==> src/hbs_pkg.sv <==
// ----------------------------------------------------------------------------
// hbs_pkg
// Shared types and constants of the height-map bilinear sampler.
// ----------------------------------------------------------------------------
`default_nettype none

package hbs_pkg;

  localparam int TABLE_DEPTH  = 4096;
  localparam int ADDR_W       = $clog2(TABLE_DEPTH);
  localparam int COORD_W      = 32;
  localparam int FRAC_W       = 16;
  localparam int CNT_W        = 13;
  localparam int IDX_W        = CNT_W;
  localparam int ENTRY_W      = 12;
  localparam int GADDR_W      = 2 * CNT_W;
  localparam int WGT1_W       = FRAC_W + 1;
  localparam int WT_W         = 2 * FRAC_W + 1;
  localparam int PROD_W       = COORD_W + WT_W + 1;
  localparam int ACC_W        = PROD_W + 1;
  localparam int SAMPLE_READS = 4;
  localparam int SEQ_W        = $clog2(SAMPLE_READS);
  localparam int Q_DEPTH      = 4;
  localparam int Q_PTR_W      = $clog2(Q_DEPTH);
  localparam int Q_CNT_W      = Q_PTR_W + 1;
  localparam int CFG_IDX_W    = 3;
  localparam int OP_W         = 2;

  localparam logic [OP_W-1:0] OP_WRITE  = 2'd0;
  localparam logic [OP_W-1:0] OP_SAMPLE = 2'd1;
  localparam logic [OP_W-1:0] OP_OOR    = 2'd2;

  localparam logic [CFG_IDX_W-1:0] CFG_MIN_X      = 3'd0;
  localparam logic [CFG_IDX_W-1:0] CFG_MIN_Z      = 3'd1;
  localparam logic [CFG_IDX_W-1:0] CFG_INV_STEP_X = 3'd2;
  localparam logic [CFG_IDX_W-1:0] CFG_INV_STEP_Z = 3'd3;
  localparam logic [CFG_IDX_W-1:0] CFG_COUNT_X    = 3'd4;
  localparam logic [CFG_IDX_W-1:0] CFG_COUNT_Z    = 3'd5;
  localparam logic [CFG_IDX_W-1:0] CFG_THREE_D    = 3'd6;

  typedef struct packed {
    logic signed [COORD_W-1:0] min_x;
    logic signed [COORD_W-1:0] min_z;
    logic [COORD_W-1:0]        inv_step_x;
    logic [COORD_W-1:0]        inv_step_z;
    logic [CNT_W-1:0]          count_x;
    logic [CNT_W-1:0]          count_z;
    logic                      three_d;
  } cfg_t;

  typedef struct packed {
    logic [OP_W-1:0]                         op;
    logic [SAMPLE_READS-1:0][ADDR_W-1:0]     addr;
    logic [SAMPLE_READS-1:0]                 in_tab;
    logic [SAMPLE_READS-1:0][WT_W-1:0]       wt;
    logic [COORD_W-1:0]                      wdata;
  } qent_t;

endpackage

`default_nettype wire

==> src/hbs_queue.sv <==
// ----------------------------------------------------------------------------
// hbs_queue
// Short in-order queue of prepared items between front and back.
// ----------------------------------------------------------------------------
`default_nettype none

module hbs_queue import hbs_pkg::*; (
  input  logic  clk_i,
  input  logic  rst_ni,
  input  logic  push_i,
  input  qent_t ent_i,
  input  logic  pop_i,
  output logic  full_o,
  output logic  empty_o,
  output qent_t head_o
);

  qent_t              mem_q [Q_DEPTH];
  logic [Q_PTR_W-1:0] wr_ptr_q, rd_ptr_q;
  logic [Q_CNT_W-1:0] cnt_q;

  always_ff @(posedge clk_i or negedge rst_ni) begin
    if (!rst_ni) begin
      wr_ptr_q <= '0;
      rd_ptr_q <= '0;
      cnt_q    <= '0;
    end else begin
      if (push_i) begin
        wr_ptr_q <= wr_ptr_q + Q_PTR_W'(1);
      end
      if (pop_i) begin
        rd_ptr_q <= rd_ptr_q + Q_PTR_W'(1);
      end
      if (push_i && !pop_i) begin
        cnt_q <= cnt_q + Q_CNT_W'(1);
      end else if (pop_i && !push_i) begin
        cnt_q <= cnt_q - Q_CNT_W'(1);
      end
    end
  end

  always_ff @(posedge clk_i) begin
    if (push_i) begin
      mem_q[wr_ptr_q] <= ent_i;
    end
  end

  assign full_o  = (cnt_q == Q_CNT_W'(Q_DEPTH));
  assign empty_o = (cnt_q == '0);
  assign head_o  = mem_q[rd_ptr_q];

`ifndef SYNTHESIS
  a_no_push_full: assert property (@(posedge clk_i) disable iff (!rst_ni)
    full_o |-> !push_i) else $error("push into full queue");
  a_no_pop_empty: assert property (@(posedge clk_i) disable iff (!rst_ni)
    empty_o |-> !pop_i) else $error("pop from empty queue");
  a_cnt_range: assert property (@(posedge clk_i) disable iff (!rst_ni)
    cnt_q <= Q_CNT_W'(Q_DEPTH)) else $error("queue count beyond depth");
`endif

endmodule

`default_nettype wire

==> config.mk <==
export PLATFORM = sky130hd
export DESIGN_NAME = hbs_queue
export DESIGN_NICKNAME = d
export VERILOG_FILES = /design/src/hbs_pkg.sv /design/src/hbs_queue.sv
export SDC_FILE = /design/constraint.sdc
export NUM_CORES = 1
export LEC_CHECK = 0
export BUFFER_PORTS_ARGS = -buffer_cell sky130_fd_sc_hd__buf_2
export CORE_UTILIZATION = 40
export DETAILED_ROUTE_END_ITERATION = 6
export PLACE_DENSITY = 0.64
export SYNTH_ARGS = -nofsm -noshare
export SYNTH_HDL_FRONTEND = slang
export SYNTH_SLANG_ARGS = --single-unit
==> constraint.sdc <==
create_clock -name clk_i -period 6.56 [get_ports clk_i]
set_input_delay 0.656 -clock clk_i [delete_from_list [all_inputs] [get_ports clk_i]]
set_output_delay 0.656 -clock clk_i [all_outputs]
set_load 0.01 [all_outputs]
==> flow_summary.toml, run 1 <==
[global_route]
grt_pass1_wl_um = 94520
antenna_found_initial = 16
grt.overflow.total = 0
grt_max_degree = 123
grt_pass1_vias = 15180
groute.usage.overall_pct = 15.52

[yosys]
synthesis.area_um2 = 32070
yosysWarnings = 0
synthCells = 1173
synth_xor_area_share_pct = 0.1639
ys_seq_area_share_pct = 82.20
synth_top_family_by_area = "multiplexers"
yosys.area_share.simple_pct = 0.1522
synth_cell_types = 20
synth-adder-area-share_pct = 0.2575
synth_compound_area_share_pct = 0.01561
syn_nets = 1401
synthMuxAreaShare_pct = 15.34
syn_avg_cell_area_um2 = 27.34
synth.ff_latch_count = 879

[route]
vias_per_cell = 5.055
drc = 0
antenna_left = 0
via_count = 14110
avgRoutedWirePerCell_um = 22.63
drt_iter0_markers = 739
dr.pass1.iters = 5
routed_wl_um = 63180

[critical_path]
max_stage_delay_ns = 1.00
cp_data_arrival_time_ns = 3.12
crit_fanout = 115
worstPathRequired_ns = 5.90
crit_slowest_cell = "dfrtp_4"
path_buf_inv = 2
critPathLaunch = "rd_ptr_q[1]$_DFFE_PN0P_"
crit_family = "flip-flops"
start_kind = "flop"
critical_path_class = "flop to output pin"
crit_chain = "buf_12 -> mux4_2 -> buf_2"
r2r_start = "wr_ptr_q[1]$_DFFE_PN0P_"
critPathCaptureType = "output pin"

[power]
pwr-share-comb_pct = 27.5
finalPower_w = 0.01731
power.share.clock_pct = 28.3
power-per-cell-area_nw_per_um2 = 454.5
switching_share_pct = 28.91
internal_power_w = 0.01231
irDropWorstVdd_mv = 0.4577
seq_power_share_pct = 44.3
leakage_nw = 12.82
p_sw_w = 0.005005

[clock_tree]
clock-sinks = 879
cts_setup_buffers = 0
cts_resized = 0
holdBufCountCts = 1
clock-root-buffer = "clkbuf_16"
cts.htree.levels = 3
clock_path_buffers = 3
cts_inserted_buffers = 90
cts.clk_slew.worst_paths_ns = 0.06
cts_tree = "yes"
clkLatencyLatePin_ns = 0.63

[floorplanning]
die_area_um2 = 81310
start_util_pct = 40.53
core_area_um2 = 79130
chipHeight_um = 285.2
rows = 103
io_pins = 442
die_w_um = 285.2

[timing]
rsz0062_at_grt = "no"
finalCritPeriodShare_pct = 57.62
drv_slew = 0
fin_skew_ns = 0.02174
fmax_mhz = 264.6
maxSlewHeadroom_pct = 26.33
period_minus_slack_ns = 3.780
finalSetupViolCount = 0
layout_setup_ws_ns = 2.780
finalHoldViolations = 0
worstMarginPinSlew_ns = 1.105
tns_ns = 0

[cells_and_area]
final_nets = 1899
final_util_pct = 48.13
finalNonFillerCells = 2792
nFillCells = 6409
area_growth_pct = 18.76
drive_above_1_share_pct = 46.15

[place]
hpwl_um = 36820
port_buffers = 441
dpl.cell_count = 2628
post-place-ws_ns = 3.416
place_congestion = 0.7183

[hold_path]
hp-class = "input pin to flop"
hp-start = "ent_i[122]"

[status]
status = "complete, no violations"

[run]
drv_cap = 0
==> registers in the layout, summed over array words and instances, names as in the netlist <==
register / cells
cnt_q: 3
mem_q: 872
rd_ptr_q: 2
wr_ptr_q: 2
==> layer usage <==
layer  wire length (um)  part of all wire, %  up-vias  GRT usage, %
met2              32740                   52      446         26.57
met1              23870                   38     7418         18.59
li1                   -                    -     6113             -
met3               5080                  8.0      116         5.040
met4               1367                  2.2       20         4.906
met5                124                 0.20        -             0
==> logic make-up after synthesis <==
| kind of cell | Yosys count |
|---|---|
| AOI/OAI and AO/OA | 1 |
| xor gates and xnor gates | 6 |
| adders and majority gates | 6 |
| buffers and inverters | 53 |
| DFF | 879 |
| muxes | 219 |
| and+or+nand+nor | 9 |
==> final timing paths <==
kind,end,slack (ns),cells past startpoint
worst max-delay path,head_o[137],2.78,3
worst min-delay path,mem_q[1][122]$_DFFE_PP_,0.23,1
worst max register to register,mem_q[1][190]$_DFFE_PP_,3.97,4
worst min register to register,cnt_q[2]$_DFFE_PN0P_,0.51,1
max in group asynchronous,rd_ptr_q[0]$_DFFE_PN0P_,5.97,2
min in group asynchronous,wr_ptr_q[1]$_DFFE_PN0P_,0.40,2
==> cells in the mapped netlist <==
library cell	n	share of area [%]
dfrtp_1	7	0.55
buf_12	22	1.4
edfxtp_1	872	82
clkbuf_1	2	0.023
buf_2	22	0.34
mux2_2	1	0.035
ha_1	5	0.20
nor3b_1	1	0.023
nor3_1	1	0.016
xnor2_1	2	0.055
buf_4	2	0.047
nand2_1	2	0.023
xor2_1	4	0.11
mux4_2	218	15
inv_1	4	0.047
nor2_1	1	0.012
buf_6	1	0.035
and2_1	4	0.078
o21ai_0	1	0.016
fa_1	1	0.062
==> cell type report <==
type,instances,area (um2),area share (%)
clock buffers,113,2389,6.271
repair buffers,455,2402,6.307
multi-input cells,241,5120,13.44
well taps,1050,1314,3.449
flip-flops and latches,879,26370,69.23
inverters,4,15.01,0.03942
clock inverters,48,474.2,1.245
diodes,2,5.005,0.01314
==> per-stage QoR <==
step                      instance area (um2)  hold WS, ns
after floorplan                         32070       0.3604
after global placement                  35210       0.4724
after detailed placement                35210       0.5006
after CTS                               38080       0.1725
after global routing                    38080       0.1876
final                                   38090       0.2295
==> placed cells by master (no fill, tap or decap), drive strengths merged, types with 4 or more instances in the layout <==
| master | instances |
|---|---|
| buf | 454 |
| dfrtp | 7 |
| bufinv | 6 |
| xor2 | 4 |
| mux4 | 218 |
| ha | 5 |
| and2 | 4 |
| clkbuf | 113 |
| edfxtp | 872 |
| clkinv | 37 |
| inv | 7 |
==> power groups by stage <==
stage	Sequential, W	Combinational [W]	Clock (W)
detailed placement	0.00779	0.00490	0
global route	0.00775	0.00512	0.00523
CTS	0.00768	0.00493	0.00502
finish	0.00766	0.00476	0.00489
floorplan	0.00784	0.00339	0
global placement	0.00772	0.00489	0
Note: power is estimated with default switching activity, not from simulation.
==> run 2, diff against run 1 <==
Settings changed: PLACE_DENSITY 0.64 to 0.62.
Clock period 6.56 ns to 3.91 ns, I/O delays scaled along.
==> flow_summary.toml, run 2 (synthesis gave the netlist of run 1 again) <==
[status]
status = "complete, no violations"

[power]
pwr-share-comb_pct = 28.5
p_sw_w = 0.008687
power.share.clock_pct = 28.5
leakage_nw = 13.98
internal_power_w = 0.02125
seq_power_share_pct = 43.0
switching_share_pct = 29.01
irDropWorstVdd_mv = 0.5589
power-per-cell-area_nw_per_um2 = 734.2

[place]
place_area_um2 = 35540
hpwl_um = 40230
port_buffers = 441
place_congestion = 0.7061

[cells_and_area]
drive_above_1_share_pct = 41.84
final_common_cell = "edfxtp_1"
diodes = 0
ff_latch_area_um2 = 26370
area_growth_pct = 27.15
regMostFlops = "mem_q"
fin_area_um2 = 40780
nFillCells = 6230
layout_common_cells = "edfxtp_1, buf_2, dlygate4sd3_1"
final_nets = 2148
multiInputGateArea_um2 = 5120
largest_reg_flops = 872
reg_top3 = "mem_q: 872 flops, cnt_q: 3 flops"

[route]
antenna_left = 0
drt_iter0_markers = 801
drc = 0
avgRoutedWirePerCell_um = 21.60
routed_wl_um = 65840
dr.pass1.iters = 5
vias_per_cell = 4.938
via_count = 15050

[clock_tree]
clock-root-buffer = "clkbuf_16"
cts_inserted_buffers = 92
cts.clk_slew.worst_paths_ns = 0.06
cts.htree.levels = 3
clock-sinks = 879
clkLatencyLatePin_ns = 0.63
cts_tree = "yes"
cts_setup_buffers = 0
clock_path_buffers = 3

[global_route]
grt_pass1_vias = 16580
grt_max_degree = 110
antenna_found_initial = 2
grt.overflow.total = 0
groute.usage.overall_pct = 16.13
grt_pass1_wl_um = 99460

[floorplanning]
io_pins = 442
start_util_pct = 40.53
die_area_um2 = 81310
core_area_um2 = 79130
chipHeight_um = 285.2
die_w_um = 285.2
rows = 103

[hold_path]
hp-class = "input pin to flop"
holdPathStages = 2

[timing]
period_minus_slack_ns = 3.133
drv_slew = 0
worstMarginPinSlew_ns = 0.8590
fin_skew_ns = 0.02974
finalHoldViolations = 0
maxSlewHeadroom_pct = 42.73
rsz0062_at_grt = "no"
finalSetupViolCount = 0
tns_ns = 0
finalCritPeriodShare_pct = 80.13
fmax_mhz = 319.2

[critical_path]
crit_fanout = 37
critical_path_class = "flop to output pin"
reg2reg_depth = 4
start_kind = "flop"
r2r_slack_ns = 1.68
worstPathRequired_ns = 3.52
cp_data_arrival_time_ns = 2.74
critPathCaptureType = "output pin"

[run]
drv_cap = 0
==> run 2: worst max-delay path, stage by stage, from the launching register on <==
cell,delay (ns)
dfrtp_4,0.91
buf_12,0.38
mux4_2,0.58
buf_2,0.16
==> run 2: final timing paths <==
| check | end | from |
|---|---|---|
| min in group asynchronous | rd_ptr_q[1]$_DFFE_PN0P_ | rst_ni |
| worst max register to register | mem_q[2][172]$_DFFE_PP_ | wr_ptr_q[0]$_DFFE_PN0P_ |
| worst min-delay path | wr_ptr_q[0]$_DFFE_PN0P_ | push_i |
| max in group asynchronous | rd_ptr_q[0]$_DFFE_PN0P_ | rst_ni |
| worst min register to register | cnt_q[2]$_DFFE_PN0P_ | cnt_q[2]$_DFFE_PN0P_ |
| worst max-delay path | head_o[47] | rd_ptr_q[0]$_DFFE_PN0P_ |
==> run 2: metal layers <==
metal  track usage (%)  share of wire (%)
met1             20.41                 40
met2             27.08                 51
met3             5.024                7.5
met4             4.024                2.0
met5                 0              0.035
==> run 2: area by class of cell <==
| class | count | share of cell area [%] |
|---|---|---|
| inverter | 4 | 0.03682 |
| clock buffer | 113 | 5.891 |
| tap | 1050 | 3.222 |
| sequential | 879 | 64.66 |
| clock inverter | 59 | 1.540 |
| multi-input combinational | 241 | 12.56 |
| timing repair buffer | 702 | 12.09 |
==> run 2: power by group through the flow <==
stage	registers (W)	logic (W)	clock network, W
after floorplan	0.0129	0.00569	0
after global placement	0.0130	0.00851	0
after detailed placement	0.0131	0.00853	0
after CTS	0.0129	0.00876	0.00874
after global routing	0.0130	0.00914	0.00909
final	0.0129	0.00852	0.00854
==> run 2: per-stage QoR <==
stage               power [W]  instances  hold slack, ns  setup slack (ns)  util [%]
finish                0.02994       3048         0.06591            0.7769     51.53
global route          0.03127       3048         0.05028            0.5844     51.53
CTS                   0.03042       3048         0.01556            0.6438     51.53
detailed placement    0.02164       2656          0.2428             1.370     44.92
global placement      0.02150       2656          0.2328             1.400     44.92
floorplan             0.01860       1173         0.09541            0.1787         -
==> run 2: timing repair <==
item / 4_1_cts / 5_1_grt
hold buffers: 220 / 0
endpoints found under the hold margin: 881 / 0
resized for setup: 0 / 0
setup endpoints to repair: 0 / 0
==> run 3, diff against run 2 <==
Clock period 3.91 ns to 3.1 ns, I/O delays scaled along.
==> flow_summary.toml, run 3 (synthesis gave the netlist of run 1 again) <==
[critical_path]
crit_chain = "buf_12 -> buf_4 -> mux4_2 -> buf_2"
crit_fanout = 17
critPathCaptureType = "output pin"
crit_slowest_cell = "mux4_2"
start_kind = "flop"
cp_data_arrival_time_ns = 2.44
crit_family = "buffers and inverters"
max_stage_delay_ns = 0.56
critical_path_class = "flop to output pin"
worstPathRequired_ns = 2.79
path_buf_inv = 3

[cells_and_area]
drive_above_1_share_pct = 42.16
final_common_cell = "edfxtp_1"
final_nets = 2170
nFillCells = 6211
regMostFlops = "mem_q"
layout_common_cells = "edfxtp_1, buf_2, dlygate4sd3_1"
reg_top3 = "mem_q: 872 flops, cnt_q: 3 flops"
area_growth_pct = 27.52
largest_reg_flops = 872
ff_latch_area_um2 = 26370
multiInputGateArea_um2 = 5120

[floorplanning]
start_util_pct = 40.53
die_w_um = 285.2
die_area_um2 = 81310
rows = 103
core_area_um2 = 79130
io_pins = 442
chipHeight_um = 285.2

[route]
avgRoutedWirePerCell_um = 21.59
drc = 0
routed_wl_um = 66140
vias_per_cell = 4.942
drt_iter0_markers = 904
via_count = 15140
antenna_left = 0
dr.pass1.iters = 4

[global_route]
grt.overflow.total = 0
grt_pass1_wl_um = 100100
grt_max_degree = 77
antenna_found_initial = 8
groute.usage.overall_pct = 16.31
grt_pass1_vias = 16520

[power]
leakage_nw = 14.05
irDropWorstVdd_mv = 0.6490
finalPower_w = 0.03753
power-per-cell-area_nw_per_um2 = 917.8

[timing]
maxSlewHeadroom_pct = 55.25
rsz0062_at_grt = "no"
finalHoldViolations = 0
fin_skew_ns = 0.01802
finalSetupViolCount = 0
tns_ns = 0
drv_slew = 0
period_minus_slack_ns = 2.747
worstMarginPinSlew_ns = 0.6713
fmax_mhz = 364.0
finalCritPeriodShare_pct = 88.62

[clock_tree]
clkLatencyLatePin_ns = 0.62
cts_setup_buffers = 0
cts_tree = "yes"
clock-root-buffer = "clkbuf_16"
clock-sinks = 879
clock_path_buffers = 3
cts.clk_slew.worst_paths_ns = 0.06
cts_inserted_buffers = 92
cts.htree.levels = 3

[hold_path]
hp-class = "input pin to async pin"

[run]
drv_cap = 0

[place]
hpwl_um = 41860
place_congestion = 0.7409
port_buffers = 441

[status]
status = "complete, no violations"
run 3: cell types whose count changed in the layout (fill, tap and decap cells not counted), sizes merged:
cell,change
diode,+4
bufinv,-4
buf,+21
clkinvlp,-3
dlygate4sd3,+1
clkbuf,+2
clkinv,-9
inv,+3
run 3: timing repair:
action,in CTS,in global routing
hold buffers,221,0
gates resized for setup,0,0
hold endpoints to repair,883,0
run 3: final cells by class:
type / instances / share of cell area [%]
tap: 1050 / 3.213
antenna: 4 / 0.02448
timing repair buffer: 724 / 12.74
inverter: 4 / 0.03672
clock buffer: 115 / 5.945
multi-input combinational: 241 / 12.52
sequential: 879 / 64.48
clock inverter: 46 / 1.043
run 3: metrics by stage:
step / util, % / std cells / hold slack, ns / area, um2 / setup slack, ns
after global placement: 45.26 / 2677 / 0.1727 / 35810 / 0.9598
final: 51.68 / 3063 / 0.1213 / 40890 / 0.3528
after CTS: 51.67 / 3059 / 0.06527 / 40880 / 0.2444
after global routing: 51.68 / 3063 / 0.09185 / 40890 / 0.1874
after detailed placement: 45.26 / 2677 / 0.1705 / 35810 / 0.9446
after floorplan: - / 1173 / 0.01441 / 32080 / 0.5128
run 3: worst paths after layout:
kind / from / end / slack (ns) / cells after the start
max in group asynchronous: rst_ni / rd_ptr_q[0]$_DFFE_PN0P_ / 2.77 / 2
max: rd_ptr_q[0]$_DFFE_PN0P_ / head_o[83] / 0.35 / 4
min: rst_ni / wr_ptr_q[0]$_DFFE_PN0P_ / 0.12 / 2
min reg2reg: cnt_q[2]$_DFFE_PN0P_ / cnt_q[2]$_DFFE_PN0P_ / 0.51 / 1
max reg2reg: wr_ptr_q[0]$_DFFE_PN0P_ / mem_q[0][147]$_DFFE_PP_ / 1.16 / 4
min in group clk_i: ent_i[31] / mem_q[0][31]$_DFFE_PP_ / 0.42 / 2
run 3: report_power, final:
group	switching (W)	total, W	internal, W
combinational	0.00601	0.0112	0.00514
clock	0.00436	0.0103	0.00598
sequential	0.000531	0.0160	0.0155
total	0.0109	0.0375	0.0266
run 3: per-layer routing:
metal | up-vias | routed length [um] | track usage [%]
met2 | 438 | 33200 | 27.09
met4 | 6 | 1508 | 5.281
met1 | 7924 | 26700 | 20.61
met3 | 91 | 4693 | 4.768
li1 | 6679 | - | -
met5 | - | 32 | 0
